`src/qbt_pkg.sv`:
```
`default_nettype none

package qbt_pkg;

   localparam int SEGMENTS_DEFAULT = 30;
   localparam int QUEUE_DEPTH = 2;

   localparam int COORD_W = 32;
   localparam int WFRAC = 30;
   localparam int WEIGHT_W = WFRAC + 1;
   localparam int PROD_W = 2 * COORD_W;
   localparam int ROUND_W = PROD_W - WFRAC;
   localparam int SUM_W = ROUND_W + 1;
   localparam int AXES = 3;

   localparam logic signed [PROD_W-1:0] ROUND_HALF = PROD_W'(64'sd1 <<< (WFRAC - 1));

   typedef logic signed [COORD_W-1:0] coord_type;
   typedef coord_type [AXES-1:0] point_type;

   typedef struct packed {
      point_type p0;
      point_type p1;
      point_type p2;
   } curve_type;

   typedef enum logic [2:0] {
      PH_FIRST   = 3'b001,
      PH_CONTROL = 3'b010,
      PH_END     = 3'b100
   } phase_type;

   // product in q16.16 x q2.30, rounded to nearest q16.16, ties up
   function automatic logic signed [ROUND_W-1:0] round_q30(input logic signed [PROD_W-1:0] p);
      logic signed [PROD_W-1:0] s;
      s = p + ROUND_HALF;
      return $signed(s[PROD_W-1:WFRAC]);
   endfunction

   function automatic coord_type sat32(input logic signed [SUM_W-1:0] v);
      logic [SUM_W-COORD_W:0] top;
      top = v[SUM_W-1:COORD_W-1];
      if ((&top) || !(|top)) begin
         return v[COORD_W-1:0];
      end else if (v[SUM_W-1]) begin
         return {1'b1, {(COORD_W-1){1'b0}}};
      end else begin
         return {1'b0, {(COORD_W-1){1'b1}}};
      end
   endfunction

endpackage

`default_nettype wire

```
`src/qbt_queue.sv`:
```
`default_nettype none

module qbt_queue (
   input  logic                 clock,
   input  logic                 reset,
   input  logic                 push_valid,
   output logic                 push_ready,
   input  qbt_pkg::curve_type   push_curve,
   output logic                 pop_valid,
   input  logic                 pop_ready,
   output qbt_pkg::curve_type   pop_curve
);

   localparam int DEPTH = qbt_pkg::QUEUE_DEPTH;
   localparam int PW = (DEPTH > 1) ? $clog2(DEPTH) : 1;
   localparam int CW = $clog2(DEPTH + 1);
   localparam logic [PW-1:0] PTR_LAST = PW'(DEPTH - 1);
   localparam logic [CW-1:0] COUNT_FULL = CW'(DEPTH);

   qbt_pkg::curve_type slot_ff [DEPTH];
   logic [PW-1:0]      wr_ptr_ff, wr_ptr_in;
   logic [PW-1:0]      rd_ptr_ff, rd_ptr_in;
   logic [CW-1:0]      count_ff, count_in;
   logic               do_push;
   logic               do_pop;

   assign push_ready = (count_ff != COUNT_FULL);
   assign pop_valid  = (count_ff != '0);
   assign pop_curve  = slot_ff[rd_ptr_ff];
   assign do_push    = push_valid && push_ready;
   assign do_pop     = pop_valid && pop_ready;

   always_comb begin
      wr_ptr_in = wr_ptr_ff;
      rd_ptr_in = rd_ptr_ff;
      count_in  = count_ff;
      if (do_push) begin
         wr_ptr_in = (wr_ptr_ff == PTR_LAST) ? '0 : wr_ptr_ff + PW'(1);
      end
      if (do_pop) begin
         rd_ptr_in = (rd_ptr_ff == PTR_LAST) ? '0 : rd_ptr_ff + PW'(1);
      end
      if (do_push && !do_pop) begin
         count_in = count_ff + CW'(1);
      end else if (do_pop && !do_push) begin
         count_in = count_ff - CW'(1);
      end
   end

   always_ff @(posedge clock) begin
      if (reset) begin
         wr_ptr_ff <= '0;
         rd_ptr_ff <= '0;
         count_ff  <= '0;
      end else begin
         wr_ptr_ff <= wr_ptr_in;
         rd_ptr_ff <= rd_ptr_in;
         count_ff  <= count_in;
      end
   end

   always_ff @(posedge clock) begin
      if (do_push) begin
         slot_ff[wr_ptr_ff] <= push_curve;
      end
   end

endmodule

`default_nettype wire

```
`config.mk`:
```
export PLATFORM = sky130hd
export DESIGN_NAME = qbt_queue
export DESIGN_NICKNAME = d
export VERILOG_FILES = /design/src/qbt_pkg.sv /design/src/qbt_queue.sv
export SDC_FILE = /design/constraint.sdc
export NUM_CORES = 1
export LEC_CHECK = 0
export BUFFER_PORTS_ARGS = -buffer_cell sky130_fd_sc_hd__buf_2
export CORE_AREA = 5 5 224 226
export CTS_BUF_LIST = sky130_fd_sc_hd__clkbuf_4
export DETAILED_ROUTE_END_ITERATION = 10
export DIE_AREA = 0 0 229 231
export PLACE_DENSITY_LB_ADDON = 0.3
export SLEW_MARGIN = 20
export SYNTH_ARGS = -nofsm -noshare
export SYNTH_HDL_FRONTEND = slang
export SYNTH_SLANG_ARGS = --single-unit
```
`constraint.sdc`:
```
create_clock -name clock -period 10.05 [get_ports clock]
set_input_delay 2.5125 -clock clock [delete_from_list [all_inputs] [get_ports clock]]
set_output_delay 2.5125 -clock clock [all_outputs]
set_load 0.02 [all_outputs]
```
==> results by group <==
Setup path
  • Critical R2R Capture: slot_ff[1][47]
  • Critical Path Sink Type: output pin
  • WP data arrival: 2.94 ns
  • FF-to-FF setup slack: 6.81 ns
  • Startpoint class of the critical path: flop
  • Reg-to-Reg Start: count_ff[0]
  • CP Max Fanout: 131
  • Crit Path Class: reg2out
  • WP data required: 7.54 ns
  • Register-to-Register Path Depth: 4

Drt
  • DR vias/cell: 4.78
  • Number of DRC markers in iteration 0: 525
  • Final WL: 49100 um
  • DRT Pass-1 Iters: 4
  • Vias: 11289
  • Remaining antenna violation count: 0
  • DRC: 0
  • Wire per inst: 20.8 um

CTS
  • TritonCTS buffer count: 152
  • Post-CTS Setup Bufs: 0
  • CTS Buffer Depth: 3
  • Clk slew on worst S/H paths: 0.06 ns
  • Latest clock arrival within the worst-skew pair: 0.91 ns
  • Hold_buf cts: 0
  • H-tree levels: 4
  • Clock root cell: clkbuf_4
  • Cts repair resizes: 0
  • Clk sinks: 581
  • CTS tree: built

Global route
  • GRT Overall Usage: 0.181
  • Initial antenna violation count: 22
  • Vias in the first global route: 12192
  • First-pass GRT wire length: 71400 um
  • Largest net degree at the start of global routing: 142
  • Total global routing overflow: 0

STA
  • Final Max Slew Viols: 0
  • Max_slew headroom: 0.278
  • Clock Skew: 0.0399 ns
  • Final Hold Fails: 0
  • Slew @ Worst Pin: 1.08 ns
  • Final setup vio count: 0
  • Fin crit period: 5.46 ns
  • Total negative slack: 0 ns
  • Unrepaired setup endpoints after global routing: no
  • Final period utilization: 0.543
  • Fmax: 0.183 GHz

Synth
  • #FFs+latches synth: 581
  • Post-synth EDFFs: 576
  • Yosys top cell area share: 0.792
  • Area contributors post-synth: edfxtp_1, mux2_4, mux2_2, buf_6, dfxtp_1
  • Register area share after synthesis: 0.797
  • Synth Area in Compound Gates: 0.00138
  • Main synth FF type: edfxtp_1
  • Synth warnings: 0
  • Netlist Area Pre-Place: 21800 um2
  • Adder-Cell Fraction of Synth Area: 0.000573
  • Largest family of logic cells by synthesized area: multiplexers
  • Syn_nets: 1213
  • Post-synth top cells: edfxtp_1, mux2_4, mux2_2
  • Unique masters post-synth: 19
  • Cells after Synth: 920
  • Xor and xnor area share after synthesis: 0.00120
  • Syn Area/Cell: 23.7 um2
  • Most common cell in the synthesized netlist: edfxtp_1
  • Post-synth top area cell: edfxtp_1
  • Post-synthesis simple-gate area fraction: 0.00229
  • Ys async rst share: 0
  • Mux cell area share after synthesis: 0.183

Power
  • Pwr dens: 262 nW/um2
  • Leak: 10.7 nW
  • Worst vdd ir: 0.000280 V

Placed design
  • GP Congestion: 0.783
  • DP Cell Count: 2098
  • DP HPWL: 33500 um
  • Port Buffers: 581

Hold path
  • Hold Crit Start: rd_ptr_ff
  • Worst min-delay path class: reg2reg
  • WHS Path Cells: 2

Finish
  • Fill cell count: 3736
  • Nets@finish: 1923
  • Layout overhead on the synthesized area: 24.5%
  • Final cell count without fillers: 2360
  • Layout cells sized above 1: 0.641
  • Fin util: 0.565

Floorplan
  • Core area: 48100 um2
  • Row count: 81
  • Initial Utilization: 0.454
  • Die height: 231 um
  • Die area: 52900 um2
  • Die Wd: 229 um
  • Ports: 582

Job
  • Max Cap Viol: 0

Outcome
  • Status: complete, no violations
logic make-up (layout without fill, tap and decap cells):
family,count (synthesis),in the layout
DFF,581,581
muxes,288,288
buffers and inverters,33,841
and+or+nand+nor,9,9
AOI/OAI and AO/OA,5,5
xor gates and xnor gates,3,3
adders and majority gates,1,1
other,0,10
flip-flops by register name, indices dropped and copies added (netlist names), named ones only:
name / count
slot_ff: 576
count_ff: 2
rd_ptr_ff: 1
wr_ptr_ff: 1
layout make-up:
class,count,area [um2],area share
flip-flops and latches,581,17400,0.640
multi-input cells,306,4120,0.151
repair buffers,588,3010,0.111
clock buffers,215,1610,0.0594
well taps,622,778,0.0286
clock inverters,37,224,0.00824
diodes,10,25.0,0.000921
inverters,1,11.3,0.000414
metal layers:
metal / vias up / global-route usage / part of all wire
met5: - / 0 / 0.0034
met4: 24 / 0.0740 / 0.026
met3: 111 / 0.0978 / 0.11
met2: 489 / 0.297 / 0.50
met1: 5449 / 0.198 / 0.36
li1: 5216 / - / -
worst max-delay path: stages (launching register included):
cell and delay (ns):
dfxtp_4 0.60, buf_12 0.68, mux2_4 0.35, buf_2 0.18
through the flow:
step | worst slack [ns] | total power [mW] | instance area (um2) | hold WS [ns]
5_1_grt | 4.36 | 7.48 | 27200 | 0.531
4_1_cts | 4.39 | 7.23 | 27200 | 0.501
3_3_place_gp | 4.91 | 5.23 | 25300 | 0.487
2_1_floorplan | 0.247 | 4.72 | 21800 | 0.471
6_report | 4.59 | 7.11 | 27200 | 0.500
3_5_place_dp | 4.89 | 5.25 | 25300 | 0.485
where the power goes:
group,total [mW],internal (mW),switching [mW]
sequential,3.11,3.03,0.0828
combinational,2.06,0.865,1.20
clock,1.94,1.05,0.887
worst max path at each step:
stage	endpoint	slack [ns]	depth (start not counted)	from
2_1_floorplan	slot_ff[1][0]	0.25	1	push_valid
3_3_place_gp	slot_ff[1][208]	4.91	4	push_valid
3_5_place_dp	slot_ff[1][208]	4.89	4	push_valid
4_1_cts	pop_curve[42]	4.39	3	flop
5_1_grt	pop_curve[100]	4.36	3	flop
6_report	pop_curve[100]	4.59	3	flop
cell usage in the layout (no fill, tap or decap):
master,synthesis,layout
a21bo_2,1,1
a21oi_1,2,2
and2_1,1,1
and3_4,0,1
buf_12,0,4
buf_2,6,581
buf_4,0,3
bufinv_16,0,3
clkbuf_4,0,215
clkinv_1,0,26
clkinv_2,0,2
clkinvlp_4,0,1
dfxtp_1,5,4
dfxtp_4,0,1
diode_2,0,10
edfxtp_1,576,576
ha_1,1,1
inv_2,0,5
inv_8,0,1
mux2_2,88,88
mux2_4,200,200
nand2b_1,1,1
nand3b_1,1,1
nor2_1,3,3
o21ai_0,2,2
or2_2,1,1
or3_1,1,1
xor2_1,3,3
(Power assumes the default switching activity.)
