### config.mk
export PLATFORM = sky130hd
export DESIGN_NAME = qbt_front
export DESIGN_NICKNAME = d
export VERILOG_FILES = /design/src/qbt_pkg.sv /design/src/qbt_front.sv
export SDC_FILE = /design/constraint.sdc
export NUM_CORES = 1
export LEC_CHECK = 0
export BUFFER_PORTS_ARGS = -buffer_cell sky130_fd_sc_hd__buf_4
export CAP_MARGIN = 10
export CORE_AREA = 2 2 152 154
export DETAILED_ROUTE_END_ITERATION = 10
export DIE_AREA = 0 0 154 156
export HOLD_SLACK_MARGIN = 0.15
export PLACE_DENSITY_LB_ADDON = 0.25
export SYNTH_ARGS = -nofsm -noshare
export SYNTH_HDL_FRONTEND = slang
export SYNTH_SLANG_ARGS = --single-unit
### constraint.sdc
create_clock -name clock -period 3.39 [get_ports clock]
set_clock_uncertainty 0.05 [all_clocks]
set_input_delay 0.678 -clock clock [delete_from_list [all_inputs] [get_ports clock]]
set_output_delay 0.678 -clock clock [all_outputs]
set_load 0.02 [all_outputs]
### src/qbt_pkg.sv
`default_nettype none

package qbt_pkg;

   localparam int SEGMENTS_DEFAULT = 30;
   localparam int QUEUE_DEPTH = 2;

   localparam int COORD_W = 32;
   localparam int WFRAC = 30;
   localparam int WEIGHT_W = WFRAC + 1;
   localparam int PROD_W = 2 * COORD_W;
   localparam int ROUND_W = PROD_W - WFRAC;
   localparam int SUM_W = ROUND_W + 1;
   localparam int AXES = 3;

   localparam logic signed [PROD_W-1:0] ROUND_HALF = PROD_W'(64'sd1 <<< (WFRAC - 1));

   typedef logic signed [COORD_W-1:0] coord_type;
   typedef coord_type [AXES-1:0] point_type;

   typedef struct packed {
      point_type p0;
      point_type p1;
      point_type p2;
   } curve_type;

   typedef enum logic [2:0] {
      PH_FIRST   = 3'b001,
      PH_CONTROL = 3'b010,
      PH_END     = 3'b100
   } phase_type;

   // product in q16.16 x q2.30, rounded to nearest q16.16, ties up
   function automatic logic signed [ROUND_W-1:0] round_q30(input logic signed [PROD_W-1:0] p);
      logic signed [PROD_W-1:0] s;
      s = p + ROUND_HALF;
      return $signed(s[PROD_W-1:WFRAC]);
   endfunction

   function automatic coord_type sat32(input logic signed [SUM_W-1:0] v);
      logic [SUM_W-COORD_W:0] top;
      top = v[SUM_W-1:COORD_W-1];
      if ((&top) || !(|top)) begin
         return v[COORD_W-1:0];
      end else if (v[SUM_W-1]) begin
         return {1'b1, {(COORD_W-1){1'b0}}};
      end else begin
         return {1'b0, {(COORD_W-1){1'b1}}};
      end
   endfunction

endpackage

`default_nettype wire

### src/qbt_front.sv
`default_nettype none

module qbt_front (
   input  logic                 clock,
   input  logic                 reset,
   input  logic                 req_valid,
   output logic                 req_ready,
   input  qbt_pkg::coord_type   req_point_x,
   input  qbt_pkg::coord_type   req_point_y,
   input  qbt_pkg::coord_type   req_point_z,
   output logic                 push_valid,
   input  logic                 push_ready,
   output qbt_pkg::curve_type   push_curve
);

   qbt_pkg::phase_type phase_ff, phase_in;
   qbt_pkg::point_type start_ff, start_in;
   qbt_pkg::point_type control_ff, control_in;
   qbt_pkg::point_type point;
   logic               accept;
   logic               at_end;

   always_comb begin
      point[0] = req_point_x;
      point[1] = req_point_y;
      point[2] = req_point_z;
   end

   assign at_end     = (phase_ff == qbt_pkg::PH_END);
   assign req_ready  = !at_end || push_ready;
   assign push_valid = req_valid && at_end;
   assign accept     = req_valid && req_ready;

   always_comb begin
      push_curve.p0 = start_ff;
      push_curve.p1 = control_ff;
      push_curve.p2 = point;
   end

   always_comb begin
      phase_in   = phase_ff;
      start_in   = start_ff;
      control_in = control_ff;
      if (accept) begin
         unique case (phase_ff)
            qbt_pkg::PH_FIRST: begin
               start_in = point;
               phase_in = qbt_pkg::PH_CONTROL;
            end
            qbt_pkg::PH_CONTROL: begin
               control_in = point;
               phase_in   = qbt_pkg::PH_END;
            end
            qbt_pkg::PH_END: begin
               start_in = point;
               phase_in = qbt_pkg::PH_CONTROL;
            end
            default: begin
               control_in = point;
               phase_in   = qbt_pkg::PH_END;
            end
         endcase
      end
   end

   always_ff @(posedge clock) begin
      if (reset) begin
         phase_ff   <= qbt_pkg::PH_FIRST;
         start_ff   <= '0;
         control_ff <= '0;
      end else begin
         phase_ff   <= phase_in;
         start_ff   <= start_in;
         control_ff <= control_in;
      end
   end

endmodule

`default_nettype wire

==> reports/results.tsv, run 1 <==
metric	value	unit
FP Rows	55	
Hold Path Class	in2reg	
Starting Density	52.1	%
LEAKAGE	5.95	nW
Final Net Count	1705	
Buffers on Ports	389	
WL/cell	20.3	um
RePlAce Congestion	0.797	
Critical Path RT	2660	ps
first-pass GRT wire length	60600	um
final global-route overflow total	0	
Starting DRT DRC Count	1162	
post-CTS setup buffers	0	
syn nets	1565	
IO Pins	390	
hold path depth	2	
max-slew violations	0	
DRC viols	0	
clk buf depth	2	
synthesized area	11600	sq um
RSZ-0062 raised after global routing	no	
count of different cell masters after synthesis	26	
Yosys Warn Count	0	
CTS tree	yes	
Worst-Margin Slew	1050	ps
Rel. slew slack	30.0	%
#FFs+latches synth	195	
minimum clock period	2690	ps
final hold violations	0	
# diodes	0	
Root Driver	clkbuf_16	
CORE AREA	22400	sq um
Die Area	24000	sq um
Worst-path clk slew	70	ps
Crit. End Element	primary output	
area added between synthesis and finish	23.5	%
Tcrit/Tclk final	79.3	%
Worst R2R Setup Slack	1150	ps
R2R cell count	4	
setup_tns	0	ps
peak supply drop	0.383	mV
vias per cell	6.46	
CP Launch Type	register	
fmax	372	MHz
Skew-Pair Late Insertion Delay	430	ps
crit-path max FO	99	
die width	154	um
All-Layer GR Usage	30.5	%
antenna violations before repair	0	
Hold-fix buffers, CTS	0	
CTS Buf Count	17	
largest net degree at the start of global routing	130	
clk sinks	195	
fraction of layout cells with a size suffix above 1	28.0	%
htree depth	4	
Worst EP arrival	1960	ps
Vias	12300	
DRT antenna net count	0	
Cell Pwr Density	476	nW/um^2
syn_area_per_cell	7.95	sq um
# setup viols final	0	
TritonRoute pass-1 iters	5	
vias in the first global route	10900	
post-DP HPWL	23200	um
status	complete, no violations	
post-synthesis sequential area ratio	33.5	%
Detailed Route WL	38700	um
Post-Synthesis Cells	1465	
Setup CP Type	reg2out	
Die H	156	um
# resized after CTS	0	
max_cap viols	0	
Fin Hold WS	414	ps
path summary, 6_finish.rpt:
check                                from                           end
max              phase_ff[1]$_SDFFE_PP0P_                    push_valid
min                            push_ready      phase_ff[2]$_SDFFE_PP0P_
min reg2reg  push_curve[116]$_SDFFE_PP0P_  push_curve[116]$_SDFFE_PP0P_
max reg2reg      phase_ff[1]$_SDFFE_PP0P_      phase_ff[2]$_SDFFE_PP0P_
cell type report:
cell class / instances / area, sq um
fillers: 1917 / 7980
multi-input cells: 978 / 6290
flip-flops and latches: 195 / 3910
repair buffers: 411 / 3220
clock buffers: 18 / 439
well taps: 285 / 357
clock inverters: 13 / 164
inverters: 2 / 12.5
flip-flops by register name, indices dropped and copies added, names as in the netlist:
register,flops
phase_ff,3
push_curve,192
critical path: stages, from the launching register on:
cell      delay, ps
dfxtp_4        1000
nand2b_4        300
nor2_1           60
buf_4           160
Yosys cell counts:
| cell type | number | share of area [%] |
|---|---|---|
| a211oi_1 | 1 | 0.064 |
| a21oi_1 | 2 | 0.086 |
| a31oi_1 | 96 | 5.2 |
| and3b_1 | 1 | 0.075 |
| buf_1 | 19 | 0.61 |
| buf_2 | 20 | 0.86 |
| buf_4 | 97 | 6.3 |
| buf_6 | 2 | 0.19 |
| clkbuf_1 | 149 | 4.8 |
| clkbuf_2 | 3 | 0.13 |
| dfxtp_1 | 195 | 34 |
| inv_1 | 2 | 0.064 |
| nand2_1 | 96 | 3.1 |
| nand2b_1 | 5 | 0.27 |
| nand3_1 | 288 | 12 |
| nand3b_1 | 1 | 0.064 |
| nand4_1 | 96 | 5.2 |
| nor2_1 | 1 | 0.032 |
| nor2b_1 | 99 | 5.3 |
| nor3b_1 | 96 | 6.2 |
| o2111ai_1 | 96 | 7.2 |
| o21ai_0 | 2 | 0.086 |
| or3_1 | 1 | 0.054 |
| or4b_1 | 95 | 8.2 |
| or4b_2 | 1 | 0.086 |
| xnor2_1 | 1 | 0.075 |
power by group:
group | switching (mW) | internal, mW
clock network | 0.997 | 1.14
registers | 0.194 | 2.54
logic | 1.20 | 0.775
cells in the final DEF, fill, tap and decap left out, drive strengths merged:
master and n:
bufinv 2, o2111ai 96, a31oi 96, or4b 96, clkinv 2, xnor2 1, inv 9, nand3 288
buf 410, a21oi 2, nand4 96, or3 1, nor2b 99, a211oi 1, clkinvlp 2, nand2 96
clkbuf 19, and3b 1, nor3b 96, dfxtp 195, nand3b 1, nor2 1, o21ai 2, nand2b 5
cell families after synthesis:
logic type      count (synthesis)  synth area share [%]
flops                         195                  33.5
buf+inv                       292                  12.9
compound gates                197                  12.6
xor+xnor                        1                0.0752
simple gates                  780                  40.9
stage by stage:
| step | worst slack (ps) | util, % | instance area, sq um | instances | total power [mW] |
|---|---|---|---|---|---|
| after floorplan | 1170 | - | 11600 | 1465 | 3.95 |
| after global placement | 1040 | 61.6 | 13800 | 1871 | 4.71 |
| after detailed placement | 1030 | 61.6 | 13800 | 1871 | 4.75 |
| after CTS | 688 | 64.3 | 14400 | 1902 | 6.86 |
| after global routing | 608 | 64.3 | 14400 | 1902 | 7.10 |
| final | 701 | 64.3 | 14400 | 1902 | 6.84 |
per-layer routing:
layer	up-vias	part of all wire (%)	GRT usage (%)
li1	5737	-	-
met1	5913	41	40.5
met2	582	48	50.5
met3	55	8.3	6.25
met4	0	2.5	8.95
met5	-	0	0
Power figures use the tool's default switching activity.
==> run 2, diff against run 1 <==
Settings changed: ABC_AREA from default to 1, CORE_AREA 2 2 152 154 to 2 2 151 153, DIE_AREA 0 0 154 156 to 0 0 153 155.
Clock period 3.39 ns to 2.8 ns, I/O delays scaled along.
==> run 2 against run 1 <==
Net effect: register-to-register slack got worse by 320 ps; sequential cell count did not move; count of clock-buffer cells in the layout did not move; sequential share of layout area grew 7.0 points; worst hold slack worse by 46 ps; synthesized cell count down 20%; critical path depth rose by 1; sequential power increased by 15%; synthesized area decreased by 27%; critical path type unchanged; largest cell class is now registers.
==> reports/results.tsv, run 2 <==
metric	value	unit
status	complete, no violations	
Cell Pwr Density	648	nW/um^2
count of different cell masters after synthesis	17	
fraction of layout cells with a size suffix above 1	31.0	%
WL/cell	15.6	um
gr busiest metal	met2	
Rel. slew slack	23.7	%
# resized after CTS	0	
Setup CP Type	reg2out	
first-pass GRT wire length	40800	um
Largest register FFs	192	
Hold Path Class	in2reg	
Die Area	23700	sq um
# setup viols final	0	
met3 Track Usage GR	5.10	%
Synth top area share	45.8	%
peak supply drop	0.365	mV
clk buf depth	2	
Yosys Warn Count	0	
htree depth	4	
fmax	465	MHz
Vias	8312	
Skew-Pair Late Insertion Delay	420	ps
Post-Synthesis Cells	1177	
post-CTS setup buffers	0	
post-synthesis sequential area ratio	45.8	%
largest net degree at the start of global routing	103	
Root Driver	clkbuf_16	
Starting DRT DRC Count	444	
CTS tree	yes	
top cells by area, synth	dfxtp_1, buf_4, nand2_1	
Tcrit/Tclk final	76.7	%
clk sinks	195	
syn nets	1277	
Die H	155	um
final hold violations	0	
LEAKAGE	5.60	nW
core occupancy in the finished layout	51.4	%
DP Area	10900	sq um
post-layout instance area	11400	sq um
area added between synthesis and finish	33.9	%
CTS Buf Count	17	
number of flops mapped to enable cells by yosys	0	
total chip power	7.40	mW
setup_tns	0	ps
Critical Path RT	2190	ps
CP Launch Type	register	
antenna violations before repair	0	
post-synth top area cell	dfxtp_1	
FP Rows	55	
final global-route overflow total	0	
die width	153	um
DRC viols	0	
met2 Resource Use GR	34.2	%
count leader, synth	nand2_1	
syn_area_per_cell	7.25	sq um
Synth async-reset ratio	0	%
DRT antenna net count	0	
Worst-path clk slew	80	ps
post-DP HPWL	17500	um
# diodes	0	
Worst-Margin Slew	1140	ps
Most used DFF post-synth	dfxtp_1	
most frequent cells in the layout	buf_4, nand2_1, dfxtp_1	
crit-path max FO	3	
# fillers	2250	
RSZ-0062 raised after global routing	no	
RePlAce Congestion	0.773	
max_cap viols	0	
vias in the first global route	7353	
Hold-fix buffers, CTS	0	
GR Layer Usage met1	28.4	%
most common cell after layout, fill and taps aside	buf_4	
Post-synth top cells	nand2_1, dfxtp_1, nor2_1	
Detailed Route WL	26600	um
max-slew violations	0	
minimum clock period	2150	ps
All-Layer GR Usage	21.3	%
Crit. End Element	primary output	
Final Net Count	1511	
synthesized area	8530	sq um
vias per cell	4.86	
TritonRoute pass-1 iters	5	
Worst EP arrival	1540	ps
CORE AREA	22200	sq um
Starting Density	38.4	%
#FFs+latches synth	195	
Buffers on Ports	389	
IO Pins	390	
run 2: cell count changes after synthesis, sizes merged, moves of 99 or more:
cell,delta
nand3,-189
nand2,+106
nor2,+194
inv,+100
nor2b,-99
clkbuf,-107
run 2: area by class of cell:
| type | instances | area, sq um | area share (%) |
|---|---|---|---|
| timing repair buffer | 404 | 3090 | 27.0 |
| multi-input combinational | 691 | 3120 | 27.3 |
| clock inverter | 14 | 140 | 1.23 |
| clock buffer | 18 | 429 | 3.76 |
| tap | 285 | 357 | 3.12 |
| inverter | 102 | 384 | 3.36 |
| sequential | 195 | 3900 | 34.2 |
run 2: path summary, 6_finish.rpt:
check / startpoint / endpoint / slack (ps) / depth (start not counted)
setup / recovery: phase_ff[1]$_SDFFE_PP0P_ / push_valid / 650 / 4
hold / removal: req_point_z[30] / push_curve[190]$_SDFFE_PP0P_ / 370 / 3
setup reg to reg: phase_ff[2]$_SDFFE_PP0P_ / push_curve[139]$_SDFFE_PP0P_ / 830 / 7
hold reg to reg: push_curve[120]$_SDFFE_PP0P_ / push_curve[120]$_SDFFE_PP0P_ / 410 / 2
run 2: where the power goes:
group          switching, mW  total (mW)  internal, mW
clock network           1.21        2.40          1.19
logic                   1.15        1.86         0.714
registers              0.128        3.14          3.01
total                   2.49        7.40          4.91
run 2: metrics by stage:
step / setup WS [ps] / instances / hold WS [ps]
detailed placement: 799 / 1677 / 404
global placement: 834 / 1677 / 398
global route: 545 / 1709 / 353
CTS: 632 / 1709 / 346
finish: 651 / 1709 / 368
floorplan: 946 / 1177 / 407
run 2: critical path, stage by stage (launching register included):
cell	delay (ps)
dfxtp_1	350
nor2_1	220
nand2_1	210
nor2_1	170
buf_4	160
run 2: logic make-up (layout without fill, tap and decap cells):
logic type / count (synthesis) / after routing / synth area share (%)
compound gates: 99 / 99 / 5.81
simple gates: 592 / 592 / 30.5
flops: 195 / 195 / 45.8
buf+inv: 291 / 538 / 18.0
run 2: metal layers:
layer | vias to the layer above | part of all wire, %
met5 | - | 0
met4 | 0 | 2.0
li1 | 4137 | -
met2 | 350 | 48
met3 | 33 | 7.4
met1 | 3792 | 43
==> run 3, diff against run 2 <==
Settings changed: ABC_AREA 1 to 0, CORE_AREA 2 2 151 153 to default, CORE_UTILIZATION from default to 52, DIE_AREA 0 0 153 155 to default.
Clock period 2.8 ns to 2 ns, I/O delays scaled along.
==> run 3 against run 2 <==
Net effect: routed wire length up 47%; die area shrank 3.0%; sequential cell count stayed put; first-iteration DRC count rose by 130%; clock power is 53% higher; final cell count increased by 12%.
==> reports/results.tsv, run 3 (synthesized netlist as in run 1, its figures left out) <==
metric	value	unit
Skew-Pair Late Insertion Delay	430	ps
Largest register FFs	192	
Starting Density	53.2	%
CTS tree	yes	
Setup WS post-layout	70.2	ps
most frequent cells in the layout	buf_4, nand3_1, dfxtp_1	
Multi-input gate area	6290	sq um
crit-path max FO	6	
Buffers on Ports	389	
die width	152	um
IO Pins	390	
minimum clock period	1930	ps
clk buf depth	2	
# diodes	0	
# setup viols final	0	
Metal-1 WL	15300	um
Top Metal Used	met4	
TritonRoute pass-1 iters	5	
htree depth	4	
Critical Path RT	1550	ps
CP Launch Type	register	
RSZ-0062 raised after global routing	no	
LEAKAGE	6.13	nW
Fin Hold WS	185	ps
Worst-Margin Slew	825	ps
Setup CP Type	reg2out	
first-pass GRT wire length	60400	um
Worst EP arrival	1480	ps
fmax	518	MHz
Cell Pwr Density	799	nW/um^2
area added between synthesis and finish	26.6	%
clk sinks	195	
Tcrit/Tclk final	96.5	%
Starting DRT DRC Count	1015	
RePlAce Congestion	0.811	
DR WL met3	3950	um
Detailed Route WL	39100	um
max_cap viols	0	
max-slew violations	0	
DRT antenna net count	0	
largest net degree at the start of global routing	85	
FP Rows	54	
CTS Buf Count	17	
Die Area	23000	sq um
Final Net Count	1727	
final hold violations	0	
peak supply drop	0.564	mV
post-CTS setup buffers	0	
Rel. slew slack	44.9	%
vias per cell	6.42	
antenna violations before repair	0	
post-DP HPWL	24600	um
setup_tns	0	ps
pre-CTS setup slack	158	ps
Root Driver	clkbuf_16	
final global-route overflow total	0	
WL/cell	20.4	um
All-Layer GR Usage	33.0	%
Vias	12300	
routed length on met2	18800	um
Crit. End Element	primary output	
DRC viols	0	
# fillers	1874	
status	complete, no violations	
most common cell after layout, fill and taps aside	buf_4	
CORE AREA	21900	sq um
Worst-path clk slew	80	ps
vias in the first global route	11100	
fraction of layout cells with a size suffix above 1	29.0	%
Die H	152	um
Hold Path Class	in2reg	
FF+latch area	3910	sq um
[run 3: cell count changes in the layout (fill, tap and decap cells not counted), sizes merged, moves of 99 or more]
cell | previous run | this run
nand2 | 202 | 96
nand3 | 99 | 288
nor2b | 0 | 99
nor2 | 195 | 1
inv | 108 | 8
[run 3: critical path, stage by stage (launching register included)]
cell and delay (ps):
dfxtp_2 370, buf_6 140, nand2b_1 70, or3_1 310, buf_4 170
[run 3: repair_timing]
item                                    CTS  global route
hold endpoints to repair                  1             0
endpoints found under the setup margin    1             1
resized for setup                         1             2
hold buffers                              1             0
[run 3: layer usage]
metal | vias up | track usage (%)
met5 | - | 0
met4 | 0 | 12.0
met3 | 68 | 8.35
met2 | 691 | 52.9
met1 | 5780 | 42.6
li1 | 5792 | -
[run 3: worst paths after layout]
| check | end | from | cells past startpoint | slack [ps] |
|---|---|---|---|---|
| worst max-delay path | req_ready | phase_ff[2]$_SDFFE_PP0P_ | 4 | 70 |
| worst min register to register | phase_ff[0]$_SDFFE_PP1P_ | phase_ff[0]$_SDFFE_PP1P_ | 2 | 510 |
| worst max register to register | push_curve[107]$_SDFFE_PP0P_ | phase_ff[0]$_SDFFE_PP1P_ | 4 | 210 |
| worst min-delay path | push_curve[126]$_SDFFE_PP0P_ | req_point_x[30] | 3 | 180 |
[run 3: final cells by class]
class	count	share of cell area (%)
sequential	195	26.5
clock inverter	13	1.11
tap	280	2.38
multi-input combinational	978	42.6
inverter	2	0.0849
clock buffer	19	3.07
timing repair buffer	433	24.2
[run 3: report_power, final]
group	internal (mW)	switching (mW)
registers	4.31	0.286
logic	1.42	2.12
clock network	1.96	1.69
total	7.69	4.09
[run 3: per-stage QoR]
| step | instance area, sq um | util [%] | cells | power, mW |
|---|---|---|---|---|
| after floorplan | 11600 | - | 1465 | 6.69 |
| after global placement | 14100 | 64.5 | 1887 | 8.10 |
| after detailed placement | 14100 | 64.5 | 1887 | 8.18 |
| after CTS | 14700 | 67.3 | 1920 | 11.8 |
| after global routing | 14700 | 67.4 | 1920 | 12.3 |
| final | 14700 | 67.4 | 1920 | 11.8 |
